**config.mk**
```make
export PLATFORM = sky130hd
export DESIGN_NAME = jtag_byte_command_engine
export DESIGN_NICKNAME = d
export VERILOG_FILES = /design/src/jbce_pkg.sv /design/src/jbce_front.sv /design/src/jbce_queue.sv /design/src/jbce_back.sv /design/src/jtag_byte_command_engine.sv
export SDC_FILE = /design/constraint.sdc
export NUM_CORES = 1
export LEC_CHECK = 0
export ABC_CLOCK_PERIOD_IN_PS = 3500
export BUFFER_PORTS_ARGS = -buffer_cell sky130_fd_sc_hd__buf_2
export CORE_MARGIN = 1.5
export CORE_UTILIZATION = 44
export CTS_CLUSTER_DIAMETER = 100
export DETAILED_ROUTE_END_ITERATION = 8
export GPL_TIMING_DRIVEN = 0
export PLACE_DENSITY = 0.68
export SETUP_SLACK_MARGIN = 0.3
export SYNTH_ARGS = -nofsm -noshare
export SYNTH_HDL_FRONTEND = slang
export SYNTH_SLANG_ARGS = --single-unit
```
**constraint.sdc**
```tcl
create_clock -name aclk -period 3.5 [get_ports aclk]
set_clock_uncertainty 0.05 [all_clocks]
set_input_delay 0.7 -clock aclk [delete_from_list [all_inputs] [get_ports aclk]]
set_output_delay 0.7 -clock aclk [all_outputs]
set_load 0.02 [all_outputs]
```
**src/jbce_pkg.sv**
```systemverilog
// Package: shared types and constants for the JTAG byte command engine.
`timescale 1ns / 1ps
`default_nettype none
package jbce_pkg;

    localparam int BYTE_W      = 8;
    localparam int PIN_W       = 6;
    localparam int HDR_CNT_W   = 6;
    localparam int QUEUE_DEPTH = 4;
    localparam int BIT_IDX_W   = 3;

    // Pin layout in command order: 0 TCK, 1 TMS, 2/3/5 aux, 4 TDI.
    localparam int PIN_TCK  = 0;
    localparam int PIN_TMS  = 1;
    localparam int PIN_AUX0 = 2;
    localparam int PIN_AUX1 = 3;
    localparam int PIN_TDI  = 4;
    localparam int PIN_AUX2 = 5;

    localparam int CMD_SHIFT_BIT = 7;
    localparam int CMD_READ_BIT  = 6;

    // TMS and aux pins, held during a shift.
    localparam logic [PIN_W-1:0] HELD_MASK = 6'b10_1110;
    localparam logic [BIT_IDX_W-1:0] LAST_BIT_IDX = 3'd7;

    typedef logic [BYTE_W-1:0] byte_t;

    // One queued work item for the back end.
    typedef struct packed {
        logic             is_shift; // payload byte: eight pulses
        logic [PIN_W-1:0] pins;     // full pins (bit-bang) or held pins (shift)
        byte_t            data;     // payload bits to shift
        byte_t            rdata;    // byte returned on the final result, zero if none
        logic             rvalid;   // final result carries a read byte
    } desc_t;

    typedef struct packed {
        logic full;
        logic empty;
    } q_status_t;

endpackage
`default_nettype wire

```
**src/jbce_front.sv**
```systemverilog
// Front end: accepts command bytes, tracks mode and pins, queues work items.
`timescale 1ns / 1ps
`default_nettype none
module jbce_front #(
    parameter int MAX_SHIFT_BYTES = 63
) (
    input  wire logic              aclk,
    input  wire logic              aresetn,
    input  wire logic              s_tvalid,
    output logic                   s_tready,
    input  wire logic [15:0]       s_tdata,
    input  wire jbce_pkg::q_status_t q_status,
    output logic                   push,
    output jbce_pkg::desc_t        push_desc
);
    import jbce_pkg::*;

    localparam int CNT_W = $clog2(MAX_SHIFT_BYTES + 1);
    localparam logic [HDR_CNT_W-1:0] MAX_CNT = HDR_CNT_W'(MAX_SHIFT_BYTES);

    logic [CNT_W-1:0]  bytes_left_reg, bytes_left_next;
    logic              rd_en_reg, rd_en_next;
    logic [PIN_W-1:0]  pins_reg, pins_next;

    byte_t                cmd;
    byte_t                tdo;
    logic                 accept;
    logic                 in_shift;
    logic [HDR_CNT_W-1:0] cnt_sat;
    logic [PIN_W-1:0]     held;

    assign cmd      = s_tdata[7:0];
    assign tdo      = s_tdata[15:8];
    assign s_tready = !q_status.full;
    assign accept   = s_tvalid && s_tready;
    assign in_shift = (bytes_left_reg != '0);
    assign held     = pins_reg & HELD_MASK;
    assign cnt_sat  = (cmd[HDR_CNT_W-1:0] > MAX_CNT) ? MAX_CNT : cmd[HDR_CNT_W-1:0];

    always_comb begin
        bytes_left_next = bytes_left_reg;
        rd_en_next      = rd_en_reg;
        pins_next       = pins_reg;
        push            = 1'b0;
        push_desc       = '0;
        if (accept) begin
            priority if (in_shift) begin
                push               = 1'b1;
                push_desc.is_shift = 1'b1;
                push_desc.pins     = held;
                push_desc.data     = cmd;
                push_desc.rvalid   = rd_en_reg;
                push_desc.rdata    = rd_en_reg ? tdo : '0;
                pins_next          = held;
                pins_next[PIN_TDI] = cmd[BYTE_W-1];
                bytes_left_next    = bytes_left_reg - CNT_W'(1);
                if (bytes_left_next == '0) begin
                    rd_en_next = 1'b0;
                end
            end else if (cmd[CMD_SHIFT_BIT]) begin
                bytes_left_next = CNT_W'(cnt_sat);
                rd_en_next      = (cnt_sat != '0) && cmd[CMD_READ_BIT];
            end else begin
                push               = 1'b1;
                push_desc.is_shift = 1'b0;
                push_desc.pins     = cmd[PIN_W-1:0];
                push_desc.data     = '0;
                push_desc.rvalid   = cmd[CMD_READ_BIT];
                push_desc.rdata    = cmd[CMD_READ_BIT] ? {{(BYTE_W-1){1'b0}}, tdo[0]} : '0;
                pins_next          = cmd[PIN_W-1:0];
            end
        end
    end

    always_ff @(posedge aclk) begin
        if (!aresetn) begin
            bytes_left_reg <= '0;
            rd_en_reg      <= 1'b0;
            pins_reg       <= '0;
        end else begin
            bytes_left_reg <= bytes_left_next;
            rd_en_reg      <= rd_en_next;
            pins_reg       <= pins_next;
        end
    end

endmodule
`default_nettype wire

```
**src/jbce_queue.sv**
```systemverilog
// Short work item queue between the front end and the back end.
`timescale 1ns / 1ps
`default_nettype none
module jbce_queue (
    input  wire logic            aclk,
    input  wire logic            aresetn,
    input  wire logic            push,
    input  wire jbce_pkg::desc_t push_desc,
    input  wire logic            pop,
    output jbce_pkg::desc_t      head,
    output jbce_pkg::q_status_t  status
);
    import jbce_pkg::*;

    localparam int PTR_W = $clog2(QUEUE_DEPTH);
    localparam int CNT_W = $clog2(QUEUE_DEPTH + 1);

    desc_t             mem_reg [QUEUE_DEPTH];
    logic [PTR_W-1:0]  wr_ptr_reg, wr_ptr_next;
    logic [PTR_W-1:0]  rd_ptr_reg, rd_ptr_next;
    logic [CNT_W-1:0]  count_reg, count_next;
    logic              do_push, do_pop;

    assign status.full  = (count_reg == CNT_W'(QUEUE_DEPTH));
    assign status.empty = (count_reg == '0);
    assign do_push      = push && !status.full;
    assign do_pop       = pop && !status.empty;
    assign head         = mem_reg[rd_ptr_reg];

    always_comb begin
        wr_ptr_next = do_push ? wr_ptr_reg + PTR_W'(1) : wr_ptr_reg;
        rd_ptr_next = do_pop ? rd_ptr_reg + PTR_W'(1) : rd_ptr_reg;
        count_next  = count_reg;
        if (do_push && !do_pop) begin
            count_next = count_reg + CNT_W'(1);
        end else if (do_pop && !do_push) begin
            count_next = count_reg - CNT_W'(1);
        end
    end

    always_ff @(posedge aclk) begin
        if (do_push) begin
            mem_reg[wr_ptr_reg] <= push_desc;
        end
    end

    always_ff @(posedge aclk) begin
        if (!aresetn) begin
            wr_ptr_reg <= '0;
            rd_ptr_reg <= '0;
            count_reg  <= '0;
        end else begin
            wr_ptr_reg <= wr_ptr_next;
            rd_ptr_reg <= rd_ptr_next;
            count_reg  <= count_next;
        end
    end

endmodule
`default_nettype wire

```
**src/jbce_back.sv**
```systemverilog
// Back end: expands queued work items into results, one per cycle while the output is not stalled.
`timescale 1ns / 1ps
`default_nettype none
module jbce_back (
    input  wire logic                aclk,
    input  wire logic                aresetn,
    input  wire jbce_pkg::desc_t     head,
    input  wire jbce_pkg::q_status_t q_status,
    output logic                     pop,
    output logic                     m_tvalid,
    input  wire logic                m_tready,
    output logic [15:0]              m_tdata,
    output logic [1:0]               m_tuser,
    output logic                     m_tlast
);
    import jbce_pkg::*;

    desc_t                desc_reg;
    logic                 active_reg, active_next;
    logic [BIT_IDX_W-1:0] idx_reg, idx_next;
    logic                 out_valid_reg, out_valid_next;
    logic [15:0]          out_data_reg;
    logic [1:0]           out_user_reg;
    logic                 out_last_reg;

    logic        advance;
    logic        final_bit;
    logic        load;
    logic [15:0] res_data;
    logic [1:0]  res_user;

    assign advance   = active_reg && (!out_valid_reg || m_tready);
    assign final_bit = !desc_reg.is_shift || (idx_reg == LAST_BIT_IDX);
    assign load      = !active_reg || (advance && final_bit);
    assign pop       = load && !q_status.empty;

    always_comb begin
        res_data        = '0;
        res_data[0]     = desc_reg.is_shift ? 1'b0 : desc_reg.pins[PIN_TCK];
        res_data[1]     = desc_reg.pins[PIN_TMS];
        res_data[2]     = desc_reg.is_shift ? desc_reg.data[idx_reg] : desc_reg.pins[PIN_TDI];
        res_data[5:3]   = {desc_reg.pins[PIN_AUX2], desc_reg.pins[PIN_AUX1],
                           desc_reg.pins[PIN_AUX0]};
        res_data[13:6]  = final_bit ? desc_reg.rdata : '0;
        res_user[0]     = desc_reg.is_shift;
        res_user[1]     = final_bit && desc_reg.rvalid;
    end

    always_comb begin
        active_next = active_reg;
        idx_next    = idx_reg;
        if (load) begin
            active_next = !q_status.empty;
        end
        if (pop) begin
            idx_next = '0;
        end else if (advance) begin
            idx_next = idx_reg + BIT_IDX_W'(1);
        end
        if (advance) begin
            out_valid_next = 1'b1;
        end else if (m_tready) begin
            out_valid_next = 1'b0;
        end else begin
            out_valid_next = out_valid_reg;
        end
    end

    always_ff @(posedge aclk) begin
        if (pop) begin
            desc_reg <= head;
        end
        if (advance) begin
            out_data_reg <= res_data;
            out_user_reg <= res_user;
            out_last_reg <= final_bit;
        end
    end

    always_ff @(posedge aclk) begin
        if (!aresetn) begin
            active_reg    <= 1'b0;
            idx_reg       <= '0;
            out_valid_reg <= 1'b0;
        end else begin
            active_reg    <= active_next;
            idx_reg       <= idx_next;
            out_valid_reg <= out_valid_next;
        end
    end

    assign m_tvalid = out_valid_reg;
    assign m_tdata  = out_data_reg;
    assign m_tuser  = out_user_reg;
    assign m_tlast  = out_last_reg;

endmodule
`default_nettype wire

```
**src/jtag_byte_command_engine.sv**
```systemverilog
// Top level: JTAG byte command engine, front end, work queue and back end.
// A bit-bang byte's result is registered in the queue, then in the back end load and output registers.
// Throughput: one input byte per cycle while the queue has room; the back end emits one result
// per cycle while the output is not stalled, so a payload byte yields eight pulse results.
// Shift headers yield no result and queue no work item.
// Reset (aresetn low, synchronous): bit-bang mode, all pins low, queue and output emptied.
`timescale 1ns / 1ps
`default_nettype none
module jtag_byte_command_engine #(
    parameter int MAX_SHIFT_BYTES = 63
) (
    input  wire logic        aclk,
    input  wire logic        aresetn,
    input  wire logic        s_tvalid,
    output logic             s_tready,
    input  wire logic [15:0] s_tdata,  // [7:0] cmd_byte, [15:8] tdo_levels
    output logic             m_tvalid,
    input  wire logic        m_tready,
    output logic [15:0]      m_tdata,  // [0] tck_level, [1] tms_level, [2] tdi_level,
                                       // [5:3] aux_pins, [13:6] read_data, [15:14] zero
    output logic [1:0]       m_tuser,  // [0] clock_pulse, [1] read_valid
    output logic             m_tlast   // last
);
    import jbce_pkg::*;

    q_status_t q_status;
    logic      push;
    desc_t     push_desc;
    logic      pop;
    desc_t     head;

    jbce_front #(
        .MAX_SHIFT_BYTES(MAX_SHIFT_BYTES)
    ) u_front (
        .aclk      (aclk),
        .aresetn   (aresetn),
        .s_tvalid  (s_tvalid),
        .s_tready  (s_tready),
        .s_tdata   (s_tdata),
        .q_status  (q_status),
        .push      (push),
        .push_desc (push_desc)
    );

    jbce_queue u_queue (
        .aclk      (aclk),
        .aresetn   (aresetn),
        .push      (push),
        .push_desc (push_desc),
        .pop       (pop),
        .head      (head),
        .status    (q_status)
    );

    jbce_back u_back (
        .aclk     (aclk),
        .aresetn  (aresetn),
        .head     (head),
        .q_status (q_status),
        .pop      (pop),
        .m_tvalid (m_tvalid),
        .m_tready (m_tready),
        .m_tdata  (m_tdata),
        .m_tuser  (m_tuser),
        .m_tlast  (m_tlast)
    );

endmodule
`default_nettype wire

```
# Yosys cells after proc, flatten, opt, wreduce, memory -nomap -nowiden
# Memories as Yosys holds them, arrays and structs flattened. A register that Yosys moved wholly into a read port is not among the register bits.
# Cells that the tools add are included.
dict set report word_totals {
  out_inout_bits 21
  register_bits 40
  input_bits 20
  word_cells 83
  ram_bits 96
  mem_count 1
}
dict set report classes {
  muxes 23
  magnitude_cmp 2
  reduce_logical 31
  bitwise 3
  add_sub_neg 6
  n_eq_ne 3
}
# name depth width read_ports rd_ports_with_merged_regs wr line
set mem_list {}
lappend mem_list {u_queue.mem_reg 4 24 1 1 1 jbce_queue.sv:18} ;# desc_t mem_reg [QUEUE_DEPTH];
# operator n
set op_table {}
lappend op_table {{$mux 24} 2}
lappend op_table {{$mux 23} 1}
lappend op_table {{$mux 6} 3}
lappend op_table {{$mux 1} 13}
lappend op_table {{$reduce_bool 6->1} 2}
lappend op_table {{$logic_and 1x1->1} 10}
lappend op_table {{$mux 8} 1}
lappend op_table {{$logic_not 1->1} 7}
lappend op_table {{$add 3x1->3 const B} 2}
lappend op_table {{$eq 3x3->1 const B} 2}
lappend op_table {{$gt 6x6->1 const B} 1}
lappend op_table {{$logic_not 6->1} 1}
lappend op_table {{$mux 3} 2}
lappend op_table {{$reduce_and 3->1} 2}
lappend op_table {{$reduce_bool 2->1} 3}
lappend op_table {{$sub 6x1->6 const B} 1}
lappend op_table {{$add 2x1->2 const B} 2}
lappend op_table {{$lt 3x4->1 const B} 1}
lappend op_table {{$bmux 1 s3} 1}
lappend op_table {{$logic_not 3->1} 1}
lappend op_table {{$logic_or 1x1->1} 3}
lappend op_table {{$not 1->1} 3}
lappend op_table {{$sub 3x1->3 const B} 1}
lappend op_table {{$ne 2x2->1 const B} 1}
lappend op_table {{other kinds (2)} 2}

# Depth between registers and ports, before layout
# Gate-level depths: netlist (run 1).
dict set report depth {
  word_depth 10
  mapped_depth 12
  mapped_depth_nobuf 11
}

# By module
# From an unflattened synthesis (run 1), not the netlist that was laid out.
dict set report hier_totals {
  cells_unflattened 379
  area_unflattened_um2 6538.8
}
# module n_inst seq_area_each_um2 area_each_um2 cells_per_inst
set by_module_without_submodules {}
lappend by_module_without_submodules {jbce_queue 1 3062.9 3978.8 174}
lappend by_module_without_submodules {jbce_back 1 1331.3 1644.1 90}
lappend by_module_without_submodules {jbce_front 1 220.2 915.9 115}

# Worst setup path after synthesis (run 1)
# Ideal clock, no wire load.
dict set report synth_path {
  path_kind {reg2reg}
  start {register u_front.bytes_left_reg[0]}
  end {register u_queue.count_reg[2]}
  period_less_slack_ps 2743
  setup_time_ps 76
  t_arrival_ps 2618
  required_time_ps 3374
  path_stages_with_launch 13
  n_path_buf 1
  setup_slack_ps 757
  cell_sequence {dfxtp_1 > inv_1 > ha_1 > nor2b_1 > and2_1 > buf_4 > a21oi_4 > ha_1 > inv_1 > fa_1 > xor2_1 > or3_1 > a21boi_0}
}
dict set report synth_between {
  elab_chain_len 7
  elab_cells_between_ends 9
  cone_classes {mux: 3; reduce/logical: 6}
}
# item line
set synth_rtl {}
lappend synth_rtl {{start: declaration} jbce_front.sv:21} ;# logic [CNT_W-1:0] bytes_left_reg, bytes_left_next;
lappend synth_rtl {{start signal: assignment} jbce_front.sv:81} ;# bytes_left_reg <= bytes_left_next;
lappend synth_rtl {{$reduce_bool 6->1 *} jbce_front.sv:36} ;# assign in_shift = (bytes_left_reg != '0);
lappend synth_rtl {{$mux 1 *} jbce_front.sv:47} ;# priority if (in_shift) begin
lappend synth_rtl {{$mux 1 *} jbce_front.sv:46} ;# if (accept) begin
lappend synth_rtl {{$logic_and 1x1->1 *} jbce_queue.sv:26} ;# assign do_push = push && !status.full;
lappend synth_rtl {{net u_queue.do_push} jbce_queue.sv:22} ;# logic do_push, do_pop;
lappend synth_rtl {{$logic_not 1->1} jbce_queue.sv:36} ;# end else if (do_pop && !do_push) begin
lappend synth_rtl {{$logic_and 1x1->1} jbce_queue.sv:36}
lappend synth_rtl {{$reduce_bool 2->1 (no line)} --}
lappend synth_rtl {{end signal: assignment} jbce_queue.sv:55} ;# count_reg <= count_next;
lappend synth_rtl {{end: declaration} jbce_queue.sv:21} ;# logic [CNT_W-1:0] count_reg, count_next;
# Mark *: on every way through the listed nets, which the timed path passes. The rest lies on a longest branch.
# A chain may end at the register's enable or synchronous reset.

# Worst setup path in the final report (run 1)
dict set report layout_path {
  start {register u_front.bytes_left_reg[1]}
  end {register u_queue.count_reg[2]}
}
# Same word-level chain as after synthesis.

==> impl_metrics.csv, run 1 <==
group,metric,value,unit
synth,muxShareOfSynthArea,0.104,
worst_setup_path,critical_path.slowest_cell,"dfxtp_1",
synth,synth_flop_cell,"edfxtp_1",
worst_setup_path,cp-end-kind,"flop",
sta,rsz0062_at_grt,"false",
finish,utilization,0.523,
route,wl_per_cell,18.5,um
placed_design,numPortBuffers,38,
worst_setup_path,endpoint,"u_queue.count_reg[2]",
sta,final.setup.tns,0,ns
worst_setup_path,crit_path_start_kind,"flop",
synth,synthTopCellsByCount,"edfxtp_1 (137), mux4_2 (26), dfxtp_1 (23)",
die,ios,41,
worst_setup_path,worst_ep_required_time,3.79,ns
finish,fillerInstances,1136,
pwr,power,6.69,mW
status,status,"finished clean",
clock_tree,clk_path_buf_depth,2,
die,fp.dieH,124,um
global_route,grt_max_degree,25,
sta,finalCritPeriodShare,0.826,
clock_tree,postCtsHoldBufs,0,
route,routed_wl,11500,um
pwr,ir_drop,0.423,mV
global_route,grt_use_total,0.165,
finish,drive_gt1_frac,0.257,
worst_setup_path,r2r-end,"u_queue.count_reg[2]",
synth,synthSimpleGateAreaFrac,0.0851,
worst_setup_path,timing.rr.start,"u_front.bytes_left_reg[1]",
route,firstDrtPassIters,5,
sta,worst_pin_slew,1.02,ns
placed_design,dpl.hpwl,7270,um
synth,synth_area_per_cell,17.3,um^2
route,num_vias,3310,
sta,finalHoldViolCount,0,
clock_tree,cts_root_buf,"clkbuf_16",
sta,min_period,2.89,ns
global_route,grt_pass1_wl,17800,um
die,die_w,124,um
route,ant_nets,0,
synth,synth.top_cell.area_share,0.643,
pwr,power_density,911,nW/um^2
synth,synth-edff-count,137,
synth,yosys.area_share.xor_xnor,0.00821,
flow_run,maxCapViolCount,0,
worst_setup_path,reg2reg_depth,12,
clock_tree,cts-buffers-inserted,17,
sta,slew_viol_final,0,
worst_setup_path,slowest_delay,0.42,ns
synth,synth_area_leaders,"edfxtp_1 (64%), mux4_2 (9.2%), dfxtp_1 (7.2%), and2_1 (2.1%), ha_1 (2.0%)",
min_path,hp-class,"reg2reg",
pwr,power.leakage,2.61,nW
synth,synth.distinct_cells,51,
global_route,antenna_found_initial,0,
synth,ys_seq_elements,160,
placed_design,gp_congestion,0.866,
worst_setup_path,reg2reg_slack,0.61,ns
worst_setup_path,arrival,3.18,ns
clock_tree,clk_pin_slew,0.06,ns
die,start_util,0.456,
finish,largest_reg_flops,96,
synth,yosysMostFrequentCell,"edfxtp_1",
synth,synthCells,370,
worst_setup_path,worstSetupPathType,"reg2reg",
worst_setup_path,cp_cell_sequence,"inv_1 -> ha_1 -> nor2b_1 -> and2_1 -> buf_4 -> a21oi_4 -> ha_1 -> inv_1 -> fa_1 -> xor2_1 -> or3_1 -> a21boi_0",
clock_tree,clk_latency,0.43,ns
clock_tree,cts_tree,"yes",
die,core_area,14000,um^2
sta,setup_viol,0,
finish,syn2layout_area_growth,14.7,%
sta,fmax,346,MHz
synth,yosysWarnings,0,
synth,synthArstFlopShare,0,
route,drc,0,
worst_setup_path,crit_start,"u_front.bytes_left_reg[1]",
synth,seq_area_frac_synth,0.715,
synth,syn_area,6400,um^2
route,drt-initial-drc-count,225,
die,dieArea,15300,um^2
finish,diodes,0,
synth,synth_top_family_by_area,"multiplexers",
route,viasPerCell,5.34,
synth,synth_compound_area_frac,0.0460,
die,rows,43,
synth,yosysTopAreaCell,"edfxtp_1",
finish,nNetsFinal,460,
clock_tree,h-tree-depth,4,
synth,yosys.area_share.adder,0.0227,
sta,relSlewSlack,0.317,
global_route,grt_pass1_vias,3467,
worst_setup_path,worstPathMaxFanout,9,
clock_tree,cts.sinks,160,
global_route,grt_overflow,0,
-- kinds of logic after synthesis --
group,after synthesis
and+or+nand+nor,95
buffers and inverters,24
muxes,34
other,1
DFF,160
xor gates and xnor gates,6
AOI/OAI and AO/OA,39
adders and majority gates,11
-- layer usage --
metal	track usage	vias up	part of all wire
met5	0	-	0
met4	0.0826	0	0.020
met3	0.0398	20	0.044
met2	0.273	79	0.50
met1	0.203	1668	0.43
li1	-	1543	-
-- layout by cell type, fill, tap and decap left out, types with 6 or more instances in the layout --
cell type and instances:
a21oi_1 6, and2_1 17, and3_1 16, buf_2 42, clkbuf_1 8, clkbuf_16 17, dfxtp_1 22, edfxtp_1 137
ha_1 10, inv_1 9, mux2i_1 8, mux4_2 26, nand2_1 16, nor2_1 10, nor2b_1 10
-- critical path: cells and delay by family, from the launching register on --
kind | cells | cell delay (ns)
compound gates | 2 | 0.35
flops | 1 | 0.42
buf+inv | 3 | 0.33
xor+xnor | 1 | 0.17
simple gates | 3 | 0.68
fa+ha+maj | 3 | 0.79
-- metrics by stage --
step	cell area (um^2)	hold WS, ns	cells	setup WS, ns
2_1_floorplan	6400	0.350	371	0.757
3_3_place_gp	6820	0.353	589	0.324
3_5_place_dp	6820	0.355	589	0.253
4_1_cts	7330	0.366	619	0.364
5_1_grt	7340	0.363	620	0.378
6_report	7340	0.358	620	0.610
-- worst min-delay path by stage --
stage	from	slack, ns	endpoint	cells past startpoint
2_1_floorplan	u_back.desc_reg[18]	0.35	u_back.m_tdata[1]	0
4_1_cts	u_back.desc_reg[20]	0.37	u_back.m_tdata[4]	0
3_5_place_dp	u_back.desc_reg[20]	0.35	u_back.m_tdata[4]	0
6_report	u_back.desc_reg[20]	0.36	u_back.m_tdata[4]	0
5_1_grt	u_back.desc_reg[20]	0.36	u_back.m_tdata[4]	0
3_3_place_gp	u_back.desc_reg[22]	0.35	u_back.m_tdata[5]	0
-- final cells by class --
class | count | area (um^2) | share of cell area
buffer | 15 | 83.8 | 0.0114
clock buffer | 20 | 437 | 0.0595
clock inverter | 10 | 72.6 | 0.00989
inverter | 9 | 33.8 | 0.00460
multi-input combinational | 187 | 1710 | 0.234
sequential | 160 | 4580 | 0.623
tap | 180 | 225 | 0.0307
timing repair buffer | 39 | 198 | 0.0269
-- where the power goes --
part | internal, mW | switching, mW
Clock | 0.951 | 0.674
Sequential | 2.84 | 0.209
Combinational | 0.807 | 1.21
Total | 4.60 | 2.09
-- what timing repair did --
| action | CTS | global route |
|---|---|---|
| setup buffers | 0 | 1 |
| pin swaps | 0 | 1 |
| setup endpoints to repair | 96 | 1 |
| gates resized for setup | 4 | 1 |
Power figures use the tool's default switching activity.
==> inputs of run 2 (changes only) <==
--- a/config.mk
+++ b/config.mk
@@ -5,14 +5,15 @@
 export SDC_FILE = /design/constraint.sdc
 export NUM_CORES = 1
 export LEC_CHECK = 0
-export ABC_CLOCK_PERIOD_IN_PS = 3500
+export ABC_AREA = 1
+export ABC_CLOCK_PERIOD_IN_PS = 2400
 export BUFFER_PORTS_ARGS = -buffer_cell sky130_fd_sc_hd__buf_2
 export CORE_MARGIN = 1.5
 export CORE_UTILIZATION = 44
 export CTS_CLUSTER_DIAMETER = 100
 export DETAILED_ROUTE_END_ITERATION = 8
 export GPL_TIMING_DRIVEN = 0
-export PLACE_DENSITY = 0.68
+export PLACE_DENSITY = 0.7
 export SETUP_SLACK_MARGIN = 0.3
 export SYNTH_ARGS = -nofsm -noshare
 export SYNTH_HDL_FRONTEND = slang
==> constraint.sdc (replaced) <==
create_clock -name aclk -period 2.4 [get_ports aclk]
set_clock_uncertainty 0.05 [all_clocks]
set_input_delay 0.48 -clock aclk [delete_from_list [all_inputs] [get_ports aclk]]
set_output_delay 0.48 -clock aclk [all_outputs]
set_load 0.02 [all_outputs]
==> run 2 against run 1 <==
  * Via count rose by 26%
  * Count of clock-buffer cells in the layout did not move
  * First-iteration DRC count rose by 80%
  * Highest routed layer unchanged
  * Critical path type unchanged
  * Die area rose by 0.63%
  * Area after synthesis rose by 0.65%
  * Register-to-register slack got worse by 0.31 ns
  * Final cell count rose by 30%
==> impl_metrics.csv, run 2 <==
group,metric,value,unit
synth,synth_area_per_cell,11.9,um^2
worst_setup_path,crit_path_start_kind,"flop",
min_path,hp-class,"in2reg",
synth,yosysTopAreaCell,"edfxtp_1",
finish,nNetsFinal,645,
finish,largest_reg_flops,96,
route,drt-initial-drc-count,404,
synth,synth_top_family_by_area,"simple AND/OR/NAND/NOR gates",
route,drc,0,
placed_design,numPortBuffers,38,
clock_tree,postCtsHoldBufs,0,
synth,synthSimpleGateAreaFrac,0.125,
finish,drive_gt1_frac,0.195,
route,num_vias,4155,
die,dieArea,15400,um^2
worst_setup_path,worstSetupPathType,"reg2reg",
clock_tree,cts_tree,"yes",
worst_setup_path,arrival,2.36,ns
clock_tree,clk_latency,0.42,ns
finish,diodes,0,
route,wl_per_cell,16.4,um
clock_tree,clk_path_buf_depth,2,
route,routed_wl,13200,um
synth,yosys.area_share.xor_xnor,0,
die,ios,41,
worst_setup_path,worst_ep_required_time,2.66,ns
flow_run,maxCapViolCount,0,
clock_tree,cts-buffers-inserted,17,
die,die_w,124,um
clock_tree,cts_root_buf,"clkbuf_16",
global_route,antenna_found_initial,0,
synth,synth-edff-count,137,
sta,setup_viol,0,
synth,seq_area_frac_synth,0.710,
clock_tree,h-tree-depth,4,
finish,mostFrequentLayoutCells,"edfxtp_1 (137), nor2_1 (91), nand2_1 (61)",
global_route,grt_overflow,0,
sta,finalHoldViolCount,0,
route,viasPerCell,5.14,
sta,fmax,475,MHz
global_route,grt_pass1_wl,20800,um
synth,muxShareOfSynthArea,0,
synth,ys_seq_elements,160,
global_route,grt_use_total,0.187,
pwr,power_density,1320,nW/um^2
pwr,ir_drop,0.614,mV
sta,worst_pin_slew,0.800,ns
clock_tree,cts.sinks,160,
synth,yosysWarnings,0,
synth,synthTopCellsByCount,"edfxtp_1 (137), nor2_1 (96), nand2_1 (62)",
status,status,"finished clean",
clock_tree,clk_pin_slew,0.06,ns
synth,synth_area_leaders,"edfxtp_1 (64%), dfxtp_1 (7.2%), nor2_1 (5.6%), o21ai_0 (4.7%), nand2_1 (3.6%)",
sta,min_period,2.10,ns
worst_setup_path,worstPathMaxFanout,3,
route,firstDrtPassIters,5,
sta,slew_viol_final,0,
placed_design,gp_congestion,0.809,
route,ant_nets,0,
die,core_area,14400,um^2
finish,final_area,7600,um^2
global_route,grt_pass1_vias,4052,
synth,syn_area,6440,um^2
pwr,power.leakage,2.80,nW
pwr,power,10.0,mW
worst_setup_path,cp-end-kind,"flop",
sta,relSlewSlack,0.465,
synth,synth.top_cell.area_share,0.639,
synth,synth_flop_cell,"edfxtp_1",
die,start_util,0.446,
sta,rsz0062_at_grt,"true",
placed_design,placed_area,6880,um^2
global_route,grt_max_degree,26,
synth,yosysMostFrequentCell,"edfxtp_1",
synth,synthCells,543,
die,rows,44,
placed_design,dpl.hpwl,8600,um
finish,syn2layout_area_growth,18.0,%
finish,final_common_cell,"edfxtp_1",
synth,yosys.area_share.adder,0.0225,
sta,finalCritPeriodShare,0.877,
synth,synth.distinct_cells,31,
synth,synth_compound_area_frac,0.0993,
synth,synthArstFlopShare,0,
die,fp.dieH,124,um
==> run 2: metrics by stage <==
step	TNS, ns	setup WS (ns)	util	hold slack [ns]	cells
finish	0	0.296	0.527	0.296	809
detailed placement	-35.80	-0.346	0.477	0.359	766
CTS	0	0.245	0.523	0.283	802
floorplan	0	0.275	-	0.350	544
global route	0	0.206	0.527	0.318	809
global placement	-33.05	-0.317	0.477	0.358	766
==> run 2: critical path, cell delays in order, from the launching register on <==
cell and delay [ns]:
dfxtp_4 0.35, ha_4 0.16, ha_4 0.15, nor2_4 0.12
o21ai_4 0.10, nand2_4 0.10, ha_4 0.14, inv_4 0.04
fa_2 0.36, a21oi_2 0.17, o21ai_2 0.08, o21ai_1 0.12
a21oi_1 0.05
==> run 2: report_power, final <==
group	leakage [nW]	internal [mW]	switching [mW]
Sequential	1.47	4.19	0.278
Combinational	1.09	0.980	2.24
Clock	0.241	1.39	0.977
Total	2.80	6.55	3.49
==> run 2: area by class of cell <==
type	count	area [um^2]
Timing Repair Buffer	50	280
Multi-Input combinational cell	316	1700
Clock buffer	20	437
Fill cell	1232	6830
Buffer	21	92.6
Sequential cell	160	4590
Timing Repair inverter	1	5.00
Inverter	47	188
Clock inverter	10	72.6
Tap cell	184	230
==> run 2: path summary, 6_finish.rpt <==
check,start,to,slack (ns),cells after the start
max,u_back.idx_reg[1],u_queue.count_reg[2],0.30,12
min,m_tready,u_back.m_tvalid,0.30,4
max reg2reg,u_back.idx_reg[1],u_queue.count_reg[2],0.30,12
min reg2reg,u_back.desc_reg[20],u_back.m_tdata[4],0.37,0
==> run 2: cell families (layout without fill, tap and decap cells) <==
group | count (synthesis) | count (layout)
simple gates | 183 | 183
flops | 160 | 160
compound gates | 120 | 120
buf+inv | 68 | 149
fa+ha+maj | 11 | 11
other cells | 1 | 2
==> run 2: what timing repair did <==
action,in CTS,in global routing
endpoints found under the setup margin,124,107
pin swaps,7,10
gates cloned,0,1
resized for setup,26,4
buffers inserted,6,6
==> run 2: per-layer routing <==
| layer | part of all wire | global-route usage |
|---|---|---|
| met5 | 0 | 0 |
| met4 | 0.0096 | 0.0753 |
| met3 | 0.076 | 0.0517 |
| met2 | 0.49 | 0.304 |
| met1 | 0.42 | 0.240 |
==> inputs of run 3 (changes only) <==
--- a/config.mk
+++ b/config.mk
@@ -10,6 +10,7 @@
 export BUFFER_PORTS_ARGS = -buffer_cell sky130_fd_sc_hd__buf_2
 export CORE_MARGIN = 1.5
 export CORE_UTILIZATION = 44
+export CTS_BUF_LIST = sky130_fd_sc_hd__clkbuf_2
 export CTS_CLUSTER_DIAMETER = 100
 export DETAILED_ROUTE_END_ITERATION = 8
 export GPL_TIMING_DRIVEN = 0
==> run 3 against run 2 <==
  * Sequential share of layout area rose by 1.2 points
  * Critical path depth stayed put
  * Count of clock-buffer cells in the layout stayed put
  * First-iteration DRC count down 13%
  * Worst hold slack worse by 0.24 ns
  * Total power decreased by 9.6%
  * Sequential power about the same
  * Clock power down 49%
  * Core utilization fell by 1.0 points
  * Maximum frequency down 3.4%
  * Global-route usage increased by 0.69 points
  * Highest routed layer unchanged
==> impl_metrics.csv, run 3 (synthesis results as in run 2) <==
group,metric,value,unit
worst_setup_path,cp-end-kind,"flop",
pwr,power_density,1220,nW/um^2
worst_setup_path,crit_path_start_kind,"flop",
finish,diodes,0,
sta,relSlewSlack,0.539,
clock_tree,clk_latency,0.72,ns
route,drc,0,
worst_setup_path,timing.rr.start,"u_back.idx_reg[1]",
sta,min_period,2.18,ns
die,die_w,124,um
clock_tree,clk_pin_slew,0.21,ns
clock_tree,cts.sinks,160,
worst_setup_path,cp_cell_sequence,"ha_4 -> ha_4 -> nor2_4 -> o21ai_4 -> nand2_2 -> ha_4 -> inv_4 -> fa_2 -> a21oi_2 -> o21ai_2 -> o21ai_1 -> a21oi_1",
global_route,grt_overflow,0,
finish,multi_input_area,1750,um^2
worst_setup_path,worstSetupPathType,"reg2reg",
worst_setup_path,path_delay_family,"adder cells",
finish,fillerInstances,1272,
die,core_area,14400,um^2
worst_setup_path,critical_path.slowest_cell,"dfxtp_4",
worst_setup_path,slowest_delay,0.39,ns
clock_tree,clk_path_buf_depth,2,
worst_setup_path,worst_ep_required_time,2.98,ns
clock_tree,cts_root_buf,"clkbuf_2",
worst_setup_path,crit_start,"u_back.idx_reg[1]",
worst_setup_path,worstPathMaxFanout,2,
route,wl_per_cell,16.7,um
worst_setup_path,cp.buffers_inverters,1,
pwr,ir_drop,0.590,mV
finish,syn2layout_area_growth,15.7,%
placed_design,numPortBuffers,38,
route,routed_wl,13800,um
sta,final.setup.tns,0,ns
sta,fmax,459,MHz
sta,rsz0062_at_grt,"true",
die,start_util,0.446,
route,num_vias,4303,
finish,nNetsFinal,663,
pwr,power.leakage,2.76,nW
sta,worst_pin_slew,0.691,ns
route,drt-initial-drc-count,351,
route,viasPerCell,5.20,
sta,slew_viol_final,0,
finish,drive_gt1_frac,0.215,
finish,ff_latch_area,4590,um^2
placed_design,dpl.hpwl,8600,um
global_route,grt_pass1_vias,4129,
clock_tree,cts_tree,"yes",
sta,finalHoldViolCount,0,
global_route,antenna_found_initial,0,
global_route,grt_max_degree,26,
sta,finalCritPeriodShare,0.908,
global_route,grt_pass1_wl,21600,um
die,rows,44,
die,ios,41,
finish,mostFrequentLayoutCells,"edfxtp_1 (137), nor2_1 (91), nand2_1 (60)",
worst_setup_path,crit_top_cell,"ha_4",
placed_design,gp_congestion,0.809,
finish,final_common_cell,"edfxtp_1",
route,ant_nets,0,
clock_tree,cts-buffers-inserted,17,
placed_design,placed_area,6880,um^2
route,firstDrtPassIters,5,
min_path,hp-class,"in2reg",
finish,largest_reg_flops,96,
finish,final_area,7450,um^2
status,status,"finished clean",
min_path,min_from,"s_tdata[15]",
flow_run,maxCapViolCount,0,
die,fp.dieH,124,um
sta,setup_viol,0,
clock_tree,h-tree-depth,4,
worst_setup_path,arrival,2.76,ns
global_route,grt_use_total,0.194,
die,dieArea,15400,um^2
run 3: cell count changes in the layout (fill, tap and decap cells not counted), sizes merged:
| cell | delta |
|---|---|
| clkbuf | -1 |
| buf | +8 |
| nor2 | +4 |
| dlygate4sd3 | +7 |
run 3: final timing paths:
check | to | slack [ns] | cells after the start
setup / recovery | u_queue.count_reg[2] | 0.22 | 12
hold / removal | u_queue.mem_reg[2][8] | 0.06 | 3
setup reg to reg | u_queue.count_reg[2] | 0.22 | 12
hold reg to reg | u_back.m_tdata[5] | 0.40 | 0
run 3: area by class of cell:
| class | count | share of cell area |
|---|---|---|
| Sequential cell | 160 | 0.616 |
| Multi-Input combinational cell | 320 | 0.235 |
| Timing Repair Buffer | 65 | 0.0576 |
| Tap cell | 184 | 0.0309 |
| Inverter | 47 | 0.0248 |
| Clock buffer | 20 | 0.0134 |
| Buffer | 20 | 0.0119 |
| Clock inverter | 10 | 0.00974 |
| Timing Repair inverter | 1 | 0.00101 |
run 3: worst min-delay path, delay by kind of cell:
kind                   cells  cell delay, ns
buffers and inverters      1            0.10
and+or+nand+nor            2            0.11
run 3: what timing repair did:
item	4_1_cts	5_1_grt
gates resized for setup	29	8
endpoints found under the hold margin	10	4
pin swaps	13	8
hold buffers	6	1
setup buffers	13	7
gates cloned	4	1
setup endpoints to repair	125	74
run 3: power by group:
group / total (mW) / internal (mW) / switching [mW] / leakage, nW
sequential: 4.45 / 4.17 / 0.281 / 1.47
combinational: 3.43 / 1.09 / 2.34 / 1.17
clock: 1.20 / 0.351 / 0.852 / 0.111
run 3: per-layer routing:
metal / share of wire / track usage
met1: 0.42 / 0.250
met2: 0.50 / 0.319
met3: 0.074 / 0.0549
met4: 0.0070 / 0.0639
met5: 0 / 0
run 3: stage by stage:
step	hold WS (ns)	total power, mW	cells	worst slack (ns)	util
4_1_cts	0.00539	8.97	818	0.256	0.510
5_1_grt	0.00156	9.66	827	0.116	0.517
2_1_floorplan	0.350	6.47	544	0.275	-
3_5_place_dp	0.359	7.42	766	-0.346	0.477
3_3_place_gp	0.358	7.27	766	-0.317	0.477
6_report	0.0581	9.08	827	0.222	0.517
